**src/hw/rtl/mtda_pkg.sv**
```systemverilog
// Shared types and constants for the MoE token dispatch allocator.
package mtda_pkg;

	localparam int ENTRY_BITS     = 9;
	localparam int PAGE_BITS      = 24;
	localparam int CHIP_BITS      = 7;
	localparam int CFG_INDEX_BITS = 3;
	localparam int CFG_DATA_BITS  = 24;
	localparam int IN_TDATA_BITS  = 72;
	localparam int OUT_TDATA_BITS = 80;

	typedef enum logic [1:0] {
		MODE_ROUTE   = 2'd0,
		MODE_TABLE   = 2'd1,
		MODE_COUNTER = 2'd2,
		MODE_UNUSED  = 2'd3
	} mode_t;

	typedef enum logic [2:0] {
		ST_NOT_OWNED  = 3'd0,
		ST_UNMAPPED   = 3'd1,
		ST_DROPPED    = 3'd2,
		ST_LOCAL      = 3'd3,
		ST_REMOTE     = 3'd4,
		ST_WRITE_DONE = 3'd5
	} status_t;

	localparam logic [CFG_INDEX_BITS-1:0] CFG_UNIT_INDEX    = 3'd0;
	localparam logic [CFG_INDEX_BITS-1:0] CFG_UNIT_MASK     = 3'd1;
	localparam logic [CFG_INDEX_BITS-1:0] CFG_PAGE_CAPACITY = 3'd2;
	localparam logic [CFG_INDEX_BITS-1:0] CFG_CHIP_BASE     = 3'd3;
	localparam logic [CFG_INDEX_BITS-1:0] CFG_CHIP_STRIDE   = 3'd4;
	localparam logic [CFG_INDEX_BITS-1:0] CFG_OWN_CHIP      = 3'd5;

	typedef struct packed {
		mode_t        mode;
		logic [7:0]   expert;
		logic [6:0]   table_chip;
		logic [23:0]  counter_value;
		logic [4:0]   token_slot;
		logic [15:0]  token_index;
		logic [3:0]   topk_slot;
		logic         new_batch;
	} item_t;

	typedef struct packed {
		logic [5:0]  unit_index;
		logic [5:0]  unit_mask;
		logic [23:0] page_capacity;
		logic [5:0]  chip_base;
		logic [5:0]  chip_stride;
		logic [5:0]  own_chip;
	} cfg_t;

	typedef struct packed {
		status_t               status;
		logic [ENTRY_BITS-1:0] entry_number;
		logic [PAGE_BITS-1:0]  page_index;
		logic [CHIP_BITS-1:0]  dest_chip;
		logic [7:0]            expert_out;
		logic [4:0]            token_slot_out;
		logic [15:0]           token_index_out;
		logic [3:0]            topk_slot_out;
	} result_t;

	typedef struct packed {
		logic tbl_we;
		logic cnt_we;
	} wr_ctl_t;

endpackage

```
**src/hw/rtl/mtda_route.sv**
```systemverilog
// Routing decision for one item: ownership, mapping, page allocation and destination, or a table or counter write.
module mtda_route #(
	parameter int NUM_EXPERTS  = 256,
	parameter int COUNTER_BITS = 24
) (
	input  mtda_pkg::item_t                   item,
	input  mtda_pkg::cfg_t                    cfg,
	input  logic [mtda_pkg::CHIP_BITS-1:0]    rd_chip,
	input  logic [COUNTER_BITS-1:0]           rd_cnt,
	input  logic [mtda_pkg::ENTRY_BITS-1:0]   entry_cur,
	output mtda_pkg::result_t                 result,
	output mtda_pkg::wr_ctl_t                 wr_ctl,
	output logic [COUNTER_BITS-1:0]           cnt_wdata,
	output logic [mtda_pkg::ENTRY_BITS-1:0]   entry_next
);
	import mtda_pkg::*;

	logic                  in_range;
	logic                  owned;
	logic                  mapped;
	logic                  full;
	logic                  cnt_max;
	logic [31:0]           cnt32;
	logic [31:0]           cval32;
	logic [11:0]           chip_prod;
	logic [12:0]           chip_sum;
	logic                  chip_match;
	logic [ENTRY_BITS-1:0] entry_base;

	assign in_range   = 32'(item.expert) < 32'(NUM_EXPERTS);
	assign owned      = (item.expert[5:0] & cfg.unit_mask) == cfg.unit_index;
	assign mapped     = !rd_chip[6];
	assign cnt32      = 32'(rd_cnt);
	assign cval32     = 32'(item.counter_value);
	assign full       = cnt32 >= 32'(cfg.page_capacity);
	assign cnt_max    = &rd_cnt;
	assign chip_prod  = 12'(rd_chip[5:0]) * 12'(cfg.chip_stride);
	assign chip_sum   = 13'(cfg.chip_base) + 13'(chip_prod);
	assign chip_match = chip_sum == 13'(cfg.own_chip);
	// new_batch restarts numbering ahead of this item, whatever the mode
	assign entry_base = item.new_batch ? '0 : entry_cur;

	always_comb begin
		result            = '0;
		result.status     = ST_NOT_OWNED;
		result.expert_out = item.expert;
		wr_ctl            = '0;
		cnt_wdata         = rd_cnt + COUNTER_BITS'(1);
		entry_next        = entry_base;
		case (item.mode)
			MODE_TABLE: begin
				result.status = ST_WRITE_DONE;
				wr_ctl.tbl_we = in_range;
			end
			MODE_COUNTER: begin
				result.status = ST_WRITE_DONE;
				wr_ctl.cnt_we = in_range;
				cnt_wdata     = cval32[COUNTER_BITS-1:0];
			end
			MODE_ROUTE: begin
				result.token_slot_out  = item.token_slot;
				result.token_index_out = item.token_index;
				result.topk_slot_out   = item.topk_slot;
				if (!owned) begin
					result.status = ST_NOT_OWNED;
				end else if (!in_range || !mapped) begin
					result.status = ST_UNMAPPED;
				end else begin
					// counter advances even when the token is dropped, saturating at all ones
					wr_ctl.cnt_we = !cnt_max;
					if (full) begin
						result.status = ST_DROPPED;
					end else begin
						result.status       = chip_match ? ST_LOCAL : ST_REMOTE;
						result.entry_number = entry_base;
						result.page_index   = cnt32[PAGE_BITS-1:0];
						result.dest_chip    = (chip_sum > 13'd127) ? 7'd127 : chip_sum[6:0];
						entry_next          = entry_base + ENTRY_BITS'(1);
					end
				end
			end
			default: begin
				result.status = ST_NOT_OWNED;
			end
		endcase
	end

endmodule
```
**config.mk**
```make
export PLATFORM = sky130hd
export DESIGN_NAME = mtda_route
export DESIGN_NICKNAME = d
export VERILOG_FILES = /design/src/hw/rtl/mtda_pkg.sv /design/src/hw/rtl/mtda_route.sv
export SDC_FILE = /design/constraint.sdc
export NUM_CORES = 1
export LEC_CHECK = 0
export ABC_CLOCK_PERIOD_IN_PS = 7700
export BUFFER_PORTS_ARGS = -buffer_cell sky130_fd_sc_hd__buf_2
export CAP_MARGIN = 40
export CORE_AREA = 2 2 106 108
export DETAILED_ROUTE_END_ITERATION = 7
export DIE_AREA = 0 0 108 110
export GPL_TIMING_DRIVEN = 1
export PLACE_DENSITY_LB_ADDON = 0.25
export SLEW_MARGIN = 15
export SYNTH_ARGS = -nofsm -noshare
export SYNTH_HDL_FRONTEND = slang
export SYNTH_SLANG_ARGS = --single-unit
```
**constraint.sdc**
```tcl
create_clock -name vclk -period 7.7
set_clock_uncertainty 0.1 [all_clocks]
set_input_delay 1.54 -clock vclk [all_inputs]
set_output_delay 1.54 -clock vclk [all_outputs]
set_load 0.05 [all_outputs]
```
==> results of run 1 <==
-- power breakdown --
group / internal, µW / leakage (µW) / total (µW) / switching, µW
sequential: 0 / 0 / 0 / 0
combinational: 353 / 0.00314 / 780 / 427
clock: 0 / 0 / 0 / 0
total: 353 / 0.00314 / 780 / 427
-- worst max path at each step --
stage | endpoint | slack (ns) | start
after detailed placement | result[36] | -0.06 | cfg[11]
after CTS | result[36] | 0.02 | cfg[11]
after global routing | result[35] | -0.03 | rd_chip[2]
after global placement | result[33] | -0.04 | cfg[11]
final | result[38] | 0.18 | rd_chip[5]
after floorplan | result[33] | -0.07 | cfg[11]
-- layout by cell type, fill, tap and decap left out, drive strengths merged, types with 2 or more instances in the layout --
cell,synthesis,layout
buf,10,289
o211ai,3,3
nand3,18,18
a31oi,2,2
xnor2,16,16
inv,60,60
fa,20,20
nor3,8,8
o22ai,2,2
nor2b,9,9
nand2,68,68
or4,3,3
a211oi,4,4
and4,4,4
xor2,19,19
and3,11,11
or2,3,3
ha,65,65
and2,68,68
nand4,14,14
nor4,5,5
o21a,4,4
mux2,7,7
a21oi,24,24
o21ai,34,34
xnor3,2,2
nor2,21,21
a21o,4,4
nor3b,7,7
nand2b,4,4
-- stage by stage --
stage | hold slack, ns | power, µW | setup TNS [ns] | std cells | cell area [µm²]
final | 2.98 | 780 | 0 | 954 | 5650
after floorplan | 3.15 | 458 | -0.464 | 550 | 3900
after global placement | 2.98 | 657 | -0.132 | 951 | 5440
after detailed placement | 2.98 | 671 | -0.248 | 951 | 5440
after global routing | 2.98 | 860 | -0.0602 | 954 | 5650
after CTS | 2.98 | 686 | 0 | 951 | 5470
-- final cells by class --
cell class / instances / area [µm²] / area share, %
multi-input cells: 465 / 3670 / 65.0
inverters: 60 / 225 / 3.99
repair buffers: 289 / 1570 / 27.9
well taps: 140 / 175 / 3.10
-- synthesized netlist by cell type (3+ instances only) --
master	instances	area, µm²
nor2_1	21	78.8
and4_1	4	35.0
nand2b_1	4	25.0
clkbuf_1	15	56.3
nand4_1	14	87.6
a211oi_1	4	30.0
a21o_1	4	30.0
o21a_1	4	30.0
nor3_1	6	30.0
ha_1	65	813
nand3_1	18	90.1
inv_1	60	225
and3_1	11	68.8
nor3b_1	7	52.6
o211ai_1	3	22.5
xor2_1	19	166
nor2b_1	9	56.3
mux2_2	6	67.6
o21ai_0	34	170
nand2_1	67	251
and2_2	4	30.0
a21oi_1	24	120
fa_1	20	400
buf_4	8	60.1
xnor2_1	16	140
and2_1	64	400
nor4_1	5	31.3
-- worst max-delay path, cell delays in order --
cell and delay [ns]:
buf_2 0.10, nand2_2 0.06, fa_1 0.56, fa_1 0.45, fa_1 0.50, inv_1 0.05, fa_1 0.53, ha_4 0.23
a21o_1 0.19, a21oi_2 0.17, a21oi_2 0.10, buf_4 0.15, or4_4 0.50, o311ai_4 0.10, nor3_4 0.09, a21oi_1 0.28
buf_4 0.26
-- layer usage --
layer  track usage, %  part of all wire (%)  up-vias
li1                 -                     -     2406
met1             27.4                    42     2188
met2             41.0                    53      124
met3             1.59                   4.6        2
met4            0.366                  0.23        0
met5                0                     0        -
-- kinds of logic (layout without fill, tap and decap cells) --
family / Yosys count / in the layout / synth area share (%)
XOR/XNOR: 37 / 37 / 9.02
buffers and inverters: 85 / 349 / 9.18
adder cells (fa/ha/maj): 85 / 85 / 31.1
AO/OA/AOI/OAI: 90 / 90 / 14.1
multiplexers: 7 / 7 / 2.02
AND/OR/NAND/NOR: 246 / 246 / 34.5
-- repair_timing --
item                       in CTS  in global routing
buffers inserted                0                  3
pin swaps                       0                 17
resized for setup               9                 35
setup endpoints to repair       7                 10
==> results.cfg, run 1 <==
[status]
outcome = complete, no violations

[placed_design]
post-dp-hpwl_mm = 11.5
place_ws_ns = -0.0553
io_buffers = 261
gp_congestion = 0.871

[sta]
fmaxAchievable_mhz = 133
postLayoutSetupSlackWorst_ns = 0.181
setup_viol = 0
drv_slew = 0
worst_slew_pin_slew_ns = 0.822
slew_headroom_pct = 45.0
period_needed_ns = 7.52
period_share_pct = 97.6
hold_viol = 0

[routing]
drc = 0
routed_via_density = 4.95
via_count = 4720
drtPass1Iterations = 4
routed_wl_mm = 13.3
post_drt_wl_per_cell_um = 13.9
drtIter0Drc = 144
antenna_left = 0

[cells_and_area]
ff_latch_area_um2 = 0
antenna_cells = 0
fin_util_pct = 52.8
area_delta_synth_final_pct = 44.9
final_nets = 1062
clock_buffers = 0
layout-drive-gt1-share_pct = 40.3
nFlopsAndLatches = 0
fillerInstances = 1099

[logic_synthesis]
synth_cell_type_count = 55
mappedNetlistNets = 796
synthCells = 550
syn_area_um2 = 3900
yosys_warnings = 0
ys_seq_area_share_pct = 0
synth_area_per_cell_um2 = 7.09

[global_route]
antenna_found_initial = 0
grt_pass1_wl_mm = 21.3
track_usage_pct = 21.3
grt_pass1_vias = 4514
grt_overflow = 0
grt_max_degree = 48

[floorplan]
rows = 38
start_util_pct = 36.4
core_um2 = 10700
ios = 272
die_x_um = 108
fp.dieArea_um2 = 11900
die_y_um = 110

[clocking]
ctsHoldBuffers = 0

[hold_path]
hp-start = item[64]
hold_depth = 0
hold_path_end = result[32]
hold_class = input pin to primary output

[pwr]
cellPowerDensity_nw_per_um2 = 138
leakage_uw = 0.00314
ir_drop_mv = 0.0837

[flow_run]
cap_violations = 0

[critical_path]
crit_fanout = 4
crit_required_ns = 6.06
worstSetupPathType = input pin to primary output
critPathArrivalTime_ns = 5.88
start_kind = input pin
cp-end-kind = primary output
No activity file was read; power rests on OpenSTA's default activity.
==> inputs of run 2 (changes only) <==
--- a/config.mk
+++ b/config.mk
@@ -13,6 +13,8 @@
 export DIE_AREA = 0 0 108 110
 export GPL_TIMING_DRIVEN = 1
 export PLACE_DENSITY_LB_ADDON = 0.25
+export REMOVE_ABC_BUFFERS = 1
+export SETUP_SLACK_MARGIN = 0.2
 export SLEW_MARGIN = 15
 export SYNTH_ARGS = -nofsm -noshare
 export SYNTH_HDL_FRONTEND = slang
==> constraint.sdc (replaced) <==
create_clock -name vclk -period 7.7
set_clock_uncertainty 0.1 [all_clocks]
set_input_delay 0.77 -clock vclk [all_inputs]
set_output_delay 0.77 -clock vclk [all_outputs]
set_load 0.05 [all_outputs]
==> run 2 against run 1 <==
Net effect: worst hold slack worse by 1.5 ns; die area unchanged; combinational power decreased by 22%; sequential cell count did not move; worst setup slack gained 1.1 ns; first-iteration DRC count is 42% higher; maximum frequency grew 18%; routed wire length is 7.0% lower; cell area down 7.0%; non-clock buffer count shrank 27; utilization is 3.7 points lower; clock-buffer cell count did not move; critical path type unchanged.
==> results.cfg, run 2 (same netlist as run 1, synthesis figures left out) <==
[cells_and_area]
clock_buffers = 0
layout_common_cells = 261 x buf_2, 67 x nand2_1, 65 x ha_1, 64 x and2_1, 60 x inv_1
antenna_cells = 0
final_cell_area_um2 = 5250
area_delta_synth_final_pct = 34.8
final_nets = 1035
layout_commonest_cell = buf_2
nFlopsAndLatches = 0
ff_latch_area_um2 = 0
layout-drive-gt1-share_pct = 35.6
fillerInstances = 1108
fin_util_pct = 49.1

[placed_design]
gp_congestion = 0.816
place_ws_ns = 1.31
io_buffers = 261
post-dp-hpwl_mm = 10.9
placed_area_um2 = 5250

[routing]
drtPass1Iterations = 4
routed_via_density = 4.95
routed_wl_mm = 12.4
post_drt_wl_per_cell_um = 13.3
antenna_left = 0
via_count = 4585
drc = 0
drtIter0Drc = 205

[clocking]
cts-resized-gates = 0
ctsHoldBuffers = 0
cts_setup_buffers = 0

[sta]
hold_viol = 0
slew_headroom_pct = 40.0
final.setup.tns_ns = 0
period_needed_ns = 6.39
period_share_pct = 83.0
worst_slew_pin_slew_ns = 0.898
fmaxAchievable_mhz = 156
rsz0062_at_grt = false
drv_slew = 0
postLayoutSetupSlackWorst_ns = 1.31
setup_viol = 0

[critical_path]
crit_fanout = 8
cp_slowest_cell = fa_1
start_kind = input pin
path_delay_family = adder cells
worst_path_largest_cell_delay_ns = 0.55
cp_cell_sequence = buf_2 -> nand2_1 -> fa_1 -> fa_1 -> fa_1 -> inv_1 -> fa_1 -> ha_1 -> a21o_1 -> a21oi_1 -> a21oi_1 -> or4_1 -> o311ai_1 -> nor3_1 -> a211oi_1 -> buf_2
crit_top_cell = fa_1
critPathArrivalTime_ns = 5.52
critPathLaunch = cfg[11]
path_buf_inv = 3
cp-end-kind = primary output
crit_required_ns = 6.83
worstSetupPathType = input pin to primary output

[pwr]
cellPowerDensity_nw_per_um2 = 115
ir_drop_mv = 0.0859
leakage_uw = 0.00298

[global_route]
track_usage_pct = 19.5
grt_pass1_wl_mm = 19.4
antenna_found_initial = 0
grt_max_degree = 48
grt_pass1_vias = 4284
grt_overflow = 0

[floorplan]
rows = 38
fp.dieArea_um2 = 11900
core_um2 = 10700
start_util_pct = 36.4
die_x_um = 108
die_y_um = 110
ios = 272

[hold_path]
hp-start = item[63]
hold_class = input pin to primary output

[status]
outcome = complete, no violations

[flow_run]
cap_violations = 0
-- run 2: cell types whose count changed in the layout (fill, tap and decap cells not counted), sizes merged --
| cell | delta |
|---|---|
| buf | -27 |
-- run 2: final cells by class --
type               instances  area, µm²  area share (%)
repair buffers           262       1310            25.0
inverters                 60        225            4.29
multi-input cells        465       3540            67.4
well taps                140        175            3.33
-- run 2: layer usage --
layer  wire (µm)  track usage [%]  vias to the layer above
li1            -                -                     2343
met1        5290             24.9                     2069
met2        5970             35.4                      165
met3         954             3.53                        8
met4         139             1.74                        0
met5           0                0                        -
-- run 2: path summary, 6_finish.rpt --
check / end / slack (ns) / cells after the start
worst min-delay path: result[31] / 1.44 / 0
worst max-delay path: result[75] / 1.31 / 16
-- run 2: where the power goes --
part	total (µW)	leakage [µW]	internal, µW	switching [µW]
Sequential	0	0	0	0
Clock	0	0	0	0
Combinational	606	0.00298	242	364
-- run 2: metrics by stage --
step / total power, µW / instances / hold WS, ns
final: 606 / 927 / 1.44
after global routing: 681 / 927 / 1.44
after CTS: 607 / 927 / 1.44
after detailed placement: 604 / 927 / 1.44
after global placement: 590 / 927 / 1.44
after floorplan: 443 / 525 / 1.44
==> inputs of run 3 (changes only) <==
--- a/config.mk
+++ b/config.mk
@@ -5,7 +5,7 @@
 export SDC_FILE = /design/constraint.sdc
 export NUM_CORES = 1
 export LEC_CHECK = 0
-export ABC_CLOCK_PERIOD_IN_PS = 7700
+export ABC_CLOCK_PERIOD_IN_PS = 6500
 export BUFFER_PORTS_ARGS = -buffer_cell sky130_fd_sc_hd__buf_2
 export CAP_MARGIN = 40
 export CORE_AREA = 2 2 106 108
==> constraint.sdc (replaced) <==
create_clock -name vclk -period 6.5
set_clock_uncertainty 0.1 [all_clocks]
set_input_delay 0.65 -clock vclk [all_inputs]
set_output_delay 0.65 -clock vclk [all_outputs]
set_load 0.05 [all_outputs]
==> run 3 against run 2 <==
Net effect: global-route usage up 0.055 points; clock-buffer cell count stayed put; first-iteration DRC count decreased by 28%; power rose by 19%; worst setup slack worse by 0.87 ns; final cell count increased by 0.11%; sequential cell count unchanged; die area is the same; sequential share of layout area did not move; critical path depth shrank 1; via count grew 0.11%; critical endpoint is now result[37]; largest cell class unchanged; highest routed layer unchanged.
==> results.cfg, run 3 (same netlist as run 1, synthesis figures left out) <==
[status]
outcome = complete, no violations

[cells_and_area]
antenna_cells = 0
layout_commonest_cell = buf_2
layout-drive-gt1-share_pct = 35.8
multi_input_area_um2 = 3540
clock_buffers = 0
final_nets = 1036
nFlopsAndLatches = 0
ff_latch_area_um2 = 0
final_cell_area_um2 = 5270
layout_common_cells = 261 x buf_2, 67 x nand2_1, 65 x ha_1, 64 x and2_1, 60 x inv_1
fillerInstances = 1106
fin_util_pct = 49.2
area_delta_synth_final_pct = 35.1
instances_no_fill = 928

[clocking]
cts_setup_buffers = 0
ctsHoldBuffers = 0

[global_route]
grt_pass1_wl_mm = 19.6
grt_overflow = 0
grt_pass1_vias = 4358
grt_max_degree = 48
track_usage_pct = 19.5
antenna_found_initial = 0

[critical_path]
cp-end-kind = primary output
critPathLaunch = rd_chip[1]
worstSetupPathType = input pin to primary output
crit_fanout = 8
critPathArrivalTime_ns = 5.31
start_kind = input pin
crit_required_ns = 5.75

[routing]
routed_via_density = 4.95
post_drt_wl_per_cell_um = 13.1
drc = 0
drtPass1Iterations = 4
drtIter0Drc = 148
via_count = 4590
routed_wl_mm = 12.2
antenna_left = 0

[pwr]
ir_drop_mv = 0.0874
cellPowerDensity_nw_per_um2 = 137
leakage_uw = 0.00298

[sta]
whs_ns = 1.20
final.setup.tns_ns = 0
rsz0062_at_grt = false
hold_viol = 0
worst_slew_pin_slew_ns = 0.919
slew_headroom_pct = 38.5
period_needed_ns = 6.06
drv_slew = 0
fmaxAchievable_mhz = 165
setup_viol = 0
period_share_pct = 93.3

[placed_design]
placed_area_um2 = 5260
post-dp-hpwl_mm = 10.7
io_buffers = 261
gp_congestion = 0.817
dp.cells = 928

[floorplan]
fp.dieArea_um2 = 11900
start_util_pct = 36.4
ios = 272
die_y_um = 110
die_x_um = 108
core_um2 = 10700
rows = 38

[hold_path]
hold_path_end = result[31]
hold_depth = 0
hold_class = input pin to primary output
hp-start = item[63]

[flow_run]
cap_violations = 0
run 3: changes by cell type in the layout (fill, tap and decap cells not counted), sizes merged:
| cell | change |
|---|---|
| buf | +1 |
run 3: stage by stage:
stage,power (µW),setup slack [ns]
6_report,724,0.436
5_1_grt,811,0.201
4_1_cts,720,0.426
3_5_place_dp,716,0.427
3_3_place_gp,702,0.479
2_1_floorplan,525,0.152
run 3: worst max-delay path by stage:
stage / slack, ns / cells after the start / endpoint
after floorplan: 0.15 / 14 / result[75]
after global placement: 0.48 / 16 / result[75]
after detailed placement: 0.43 / 16 / result[37]
after CTS: 0.43 / 16 / result[37]
after global routing: 0.20 / 15 / result[37]
final: 0.44 / 15 / result[37]
run 3: layout make-up:
cell class                 instances  share of cell area (%)
tap                              140                    3.33
multi-input combinational        465                    67.3
timing repair buffer             263                    25.1
inverter                          60                    4.28
run 3: what timing repair did:
item                                   4_1_cts  5_1_grt
setup endpoints to repair                    0        6
endpoints found under the hold margin        0        0
gates resized for setup                      0        1
run 3: worst max-delay path, cell delays in order:
cell,delay (ns)
buf_2,0.14
nand2_1,0.09
fa_1,0.49
fa_1,0.53
fa_1,0.55
inv_1,0.05
fa_1,0.45
ha_1,0.43
o2111ai_1,0.26
a21oi_2,0.30
a32oi_1,0.11
or4_4,0.59
nor3_4,0.29
a21oi_1,0.13
buf_2,0.23
run 3: power by group:
| group | switching [µW] | internal [µW] |
|---|---|---|
| combinational | 437 | 287 |
| clock | 0 | 0 |
| sequential | 0 | 0 |
run 3: per-layer routing:
layer / up-vias / global-route usage (%) / part of all wire (%) / routed length, µm
li1: 2345 / - / - / -
met1: 2080 / 26.4 / 45 / 5460
met2: 155 / 34.4 / 47 / 5770
met3: 10 / 2.59 / 6.7 / 819
met4: 0 / 2.01 / 1.3 / 157
met5: - / 0 / 0 / 0
